==> src/rtl/drcr_pkg.sv <==
// shared types and constants for the read completion reorder unit
// used by drcr_ctrl, drcr_datapath and dram_read_completion_reorder_core
package drcr_pkg;

    localparam int unsigned PENDING_DEPTH = 32;
    localparam int unsigned EARLY_DEPTH   = 32;
    localparam int unsigned ADDR_BITS     = 32;
    localparam int unsigned DATA_BITS     = 64;

    localparam int unsigned PEND_IW  = $clog2(PENDING_DEPTH);
    localparam int unsigned PEND_CW  = $clog2(PENDING_DEPTH + 1);
    localparam int unsigned EARLY_CW = $clog2(EARLY_DEPTH + 1);

    localparam logic FUNC_ISSUE = 1'b0;
    localparam logic FUNC_CPL   = 1'b1;

    typedef enum logic [1:0] {
        STS_RESP       = 2'd0,
        STS_NO_PEND    = 2'd1,
        STS_EARLY_FULL = 2'd2,
        STS_PEND_FULL  = 2'd3
    } t_status;

    typedef struct packed {
        logic        func;
        logic [31:0] dram_addr;
        logic [15:0] resp_tag;
        logic        burst_last;
        logic [63:0] read_data;
    } t_item;

    typedef struct packed {
        t_status     status;
        logic [15:0] out_tag;
        logic [63:0] out_data;
        logic        out_burst_last;
        logic        run_last;
    } t_res;

    typedef struct packed {
        logic [ADDR_BITS-1:0] addr;
        logic [15:0]          tag;
        logic                 last;
    } t_pend;

    // controller to datapath
    typedef struct packed {
        logic    capture;
        logic    push;
        logic    park;
        logic    pop;
        logic    hold_item;
        logic    hold_early;
        logic    match_cap;
        logic    emit_status;
        t_status status;
        logic    emit_hold;
        logic    run_last;
    } t_cmd;

    // datapath to controller
    typedef struct packed {
        logic is_issue;
        logic pend_full;
        logic pend_empty;
        logic head_match;
        logic early_full;
        logic early_empty;
        logic found;
    } t_sts;

endpackage

==> src/rtl/drcr_ctrl.sv <==
// sequencing state machine for the read completion reorder unit
// depends on drcr_pkg; drives drcr_datapath through t_cmd, reads t_sts
module drcr_ctrl (
    input  logic           i_clk,
    input  logic           i_rst_n,
    input  logic           i_start,
    input  drcr_pkg::t_sts i_sts,
    output drcr_pkg::t_cmd o_cmd,
    output logic           o_busy
);

    typedef enum logic [4:0] {
        S_IDLE = 5'b00001,
        S_EVAL = 5'b00010,
        S_RD   = 5'b00100,
        S_CMP  = 5'b01000,
        S_SEL  = 5'b10000
    } t_state;

    t_state r_state;
    t_state n_state;

    assign o_busy = (r_state != S_IDLE);

    always_comb begin
        o_cmd        = '0;
        o_cmd.status = drcr_pkg::STS_RESP;
        n_state      = r_state;
        unique case (r_state)
            S_IDLE: begin
                if (i_start) begin
                    o_cmd.capture = 1'b1;
                    n_state       = S_EVAL;
                end
            end
            S_EVAL: begin
                n_state = S_IDLE;
                priority if (i_sts.is_issue) begin
                    if (i_sts.pend_full) begin
                        o_cmd.emit_status = 1'b1;
                        o_cmd.status      = drcr_pkg::STS_PEND_FULL;
                    end else begin
                        o_cmd.push = 1'b1;
                    end
                end else if (i_sts.pend_empty) begin
                    o_cmd.emit_status = 1'b1;
                    o_cmd.status      = drcr_pkg::STS_NO_PEND;
                end else if (!i_sts.head_match) begin
                    if (i_sts.early_full) begin
                        o_cmd.emit_status = 1'b1;
                        o_cmd.status      = drcr_pkg::STS_EARLY_FULL;
                    end else begin
                        o_cmd.park = 1'b1;
                    end
                end else begin
                    o_cmd.hold_item = 1'b1;
                    o_cmd.pop       = 1'b1;
                    n_state         = S_RD;
                end
            end
            S_RD: begin
                // new head is being read; stop if either store ran dry
                if (i_sts.pend_empty || i_sts.early_empty) begin
                    o_cmd.emit_hold = 1'b1;
                    o_cmd.run_last  = 1'b1;
                    n_state         = S_IDLE;
                end else begin
                    n_state = S_CMP;
                end
            end
            S_CMP: begin
                o_cmd.match_cap = 1'b1;
                n_state         = S_SEL;
            end
            S_SEL: begin
                o_cmd.emit_hold = 1'b1;
                if (i_sts.found) begin
                    o_cmd.hold_early = 1'b1;
                    o_cmd.pop        = 1'b1;
                    n_state          = S_RD;
                end else begin
                    o_cmd.run_last = 1'b1;
                    n_state        = S_IDLE;
                end
            end
            default: begin
                n_state = S_IDLE;
            end
        endcase
    end

    always_ff @(posedge i_clk) begin
        if (!i_rst_n) begin
            r_state <= S_IDLE;
        end else begin
            r_state <= n_state;
        end
    end

endmodule

==> config.mk <==
export PLATFORM = sky130hd
export DESIGN_NAME = drcr_ctrl
export DESIGN_NICKNAME = d
export VERILOG_FILES = /design/src/rtl/drcr_pkg.sv /design/src/rtl/drcr_ctrl.sv
export SDC_FILE = /design/constraint.sdc
export NUM_CORES = 1
export LEC_CHECK = 0
export BUFFER_PORTS_ARGS = -buffer_cell sky130_fd_sc_hd__buf_2
export CAP_MARGIN = 20
export CORE_AREA = 2 2 39 41
export CTS_CLUSTER_SIZE = 8
export DETAILED_ROUTE_END_ITERATION = 8
export DIE_AREA = 0 0 41 43
export MAX_ROUTING_LAYER = met4
export PLACE_DENSITY_LB_ADDON = 0.15
export REMOVE_ABC_BUFFERS = 1
export SLEW_MARGIN = 5
export SYNTH_ARGS = -nofsm -noshare
export SYNTH_HDL_FRONTEND = slang
export SYNTH_SLANG_ARGS = --single-unit
==> constraint.sdc <==
create_clock -name i_clk -period 1.4 [get_ports i_clk]
set_input_delay 0.07 -clock i_clk [delete_from_list [all_inputs] [get_ports i_clk]]
set_output_delay 0.07 -clock i_clk [all_outputs]
set_load 0.01 [all_outputs]
==> metrics <==
Final Cycle Share 110.3%; clk buf depth 2; Biggest register r_state; Die Wd 41 um; critical path required time 1.33 ns; slack of the critical path -0.1442 ns; Design Area, Final 628.1 sq um; Least-Margin Pin Slew 0.2522 ns; # DRC 0; WS Path Type register to output port; max reg flops 5; CTS tree yes; Diodes inserted 0; Sum Neg Setup Slack -0.7557 ns; Max Cap Violations 0; detailed placement HPWL 739.7 um; Worst Hold Class input pin to register; clk_lat worst skew 0.25 ns; area of the die 1763 sq um; CP Max Fanout 3; Clock Skews 0.001200 ns; layout cell share with drive strength beyond 1 64.47%; asr flop ratio synth 0%; Mapped Area 355.3 sq um; Critical Path AT 1.47 ns; RSZ-0062 raised after global routing yes; Pwr Total 421.3 uW; initial DRC count 5; fin nets 87; pin count of the biggest net entering global routing 9; vias in the first global route 408; # setup viols final 9; Vias/cell 5.043; Layout Cells excl Fill 92; GP Congestion 0.7459; Sink Count 5; gr ovfl total 0; final WL 1.067 mm; number of synthesized flops with an enable pin 0; most frequent cells in the layout buf_2 (20), buf_4 (4), dfxtp_2 (4); synth warn 0; final hold vios 0; Tmin final 1.544 ns; GRT Util Overall 14.42%; drt wl/cell 11.60 um; failing checks setup timing; FF+latch count, synth 5; DR pass1 iterations 4; port bufs 22; commonest non-fill, non-tap cell in the layout buf_2; DRT antenna net count 0; # rows 14; dpl ws 0.04822 ns; placed inst area 500.5 sq um; Top Registers r_state: 5 flops; status complete, but fails checks; Initial Utilization 25.68%; LEAKAGE 0.0003041 uW; dpl cells 84; Die Y 43 um; Seq/Total Area, Yosys 28.17%; H-tree depth 1; max_slew headroom 83.06%; total number of vias 464; count of final max-slew check failures 0; Clock Pin Slew Worst Setup and Hold Paths 0.04 ns; Worst IR Drop VDD 0.3128 mV; # fillers 141; critical path capture point type output port; I/O pin count 23; Root Driver clkbuf_4; P&R area growth vs syn 76.76%; Max Clock Freq 0.6476 GHz; total CTS buffers 3; crit start category register; global-route wire length before repair 1.607 mm; Synth cell types 27; initial antenna violation count 0; PwrDens 670.7 nW/um^2; syn_area_per_cell 8.076 sq um; core area 1384 sq um; cells after synthesis 44; Top FF cell, synth dfxtp_1
==> area by class of cell <==
type / instances / area (sq um) / share of cell area [%]
inverters: 4 / 15.01 / 2.390
repair buffers: 28 / 173.9 / 27.69
flip-flops and latches: 5 / 108.9 / 17.33
well taps: 16 / 20.02 / 3.187
multi-input cells: 35 / 284.0 / 45.22
clock buffers: 4 / 26.28 / 4.183
==> metrics by stage <==
step / util [%] / hold WS (ns)
global route: 45.39 / 0.05485
global placement: 36.17 / 0.2568
detailed placement: 36.17 / 0.2568
finish: 45.39 / 0.04190
CTS: 42.86 / 0.05163
floorplan: - / 0.1481
==> power breakdown <==
group / switching [uW] / leakage [uW] / total (uW) / internal (uW)
Sequential: 11.2 / 0.0000427 / 159 / 148
Clock: 61.4 / 0.0000150 / 169 / 108
Combinational: 46.7 / 0.000246 / 93.1 / 46.5
Total: 119 / 0.000304 / 421 / 302
==> worst paths after layout <==
kind              startpoint          to  slack [ns]  cells after the start
hold / removal      i_sts[4]  r_state[3]        0.04                      2
setup reg to reg  r_state[2]  r_state[0]       -0.01                      4
hold reg to reg   r_state[3]  r_state[4]        0.58                      1
setup / recovery  r_state[2]    o_cmd[8]       -0.14                      5
==> kinds of logic after synthesis <==
logic type             share of synthesized area (%)
flip-flops                                     28.17
XOR/XNOR                                       2.465
AND/OR/NAND/NOR                                45.78
AO/OA/AOI/OAI                                  19.36
buffers and inverters                          4.224
==> timing repair <==
| item | CTS | global route |
|---|---|---|
| pin swaps | 4 | 6 |
| gates resized for setup | 9 | 11 |
| hold buffers | 1 | 0 |
| gates cloned | 0 | 0 |
| endpoints found under the hold margin | 1 | 0 |
| endpoints found under the setup margin | 10 | 15 |
| setup buffers | 3 | 1 |
==> critical path, stage by stage, from the launching register on <==
cell     delay [ns]
dfxtp_4        0.35
nor4_4         0.31
nand4_1        0.20
buf_4          0.20
nand2_2        0.06
buf_6          0.10
==> Yosys cell counts, drive strengths merged, types with 2 or more instances <==
cell type,number,share of area (%)
and3b,2,4.9
dfxtp,5,28
o21ai,3,4.2
nor2,3,3.2
inv,4,4.2
nor3,2,2.8
nand2,3,3.2
nand2b,2,3.5
nand3b,2,4.2
a21oi,3,4.2
nor4,2,5.3
==> per-layer routing <==
| layer | up-vias | GRT usage, % | wire [um] |
|---|---|---|---|
| met5 | - | - | 0 |
| met4 | 0 | 10.00 | 32 |
| met3 | 4 | 4.712 | 83 |
| met2 | 18 | 21.56 | 533 |
| met1 | 207 | 15.16 | 417 |
| li1 | 235 | - | - |
Power figures use the tool's default switching activity.
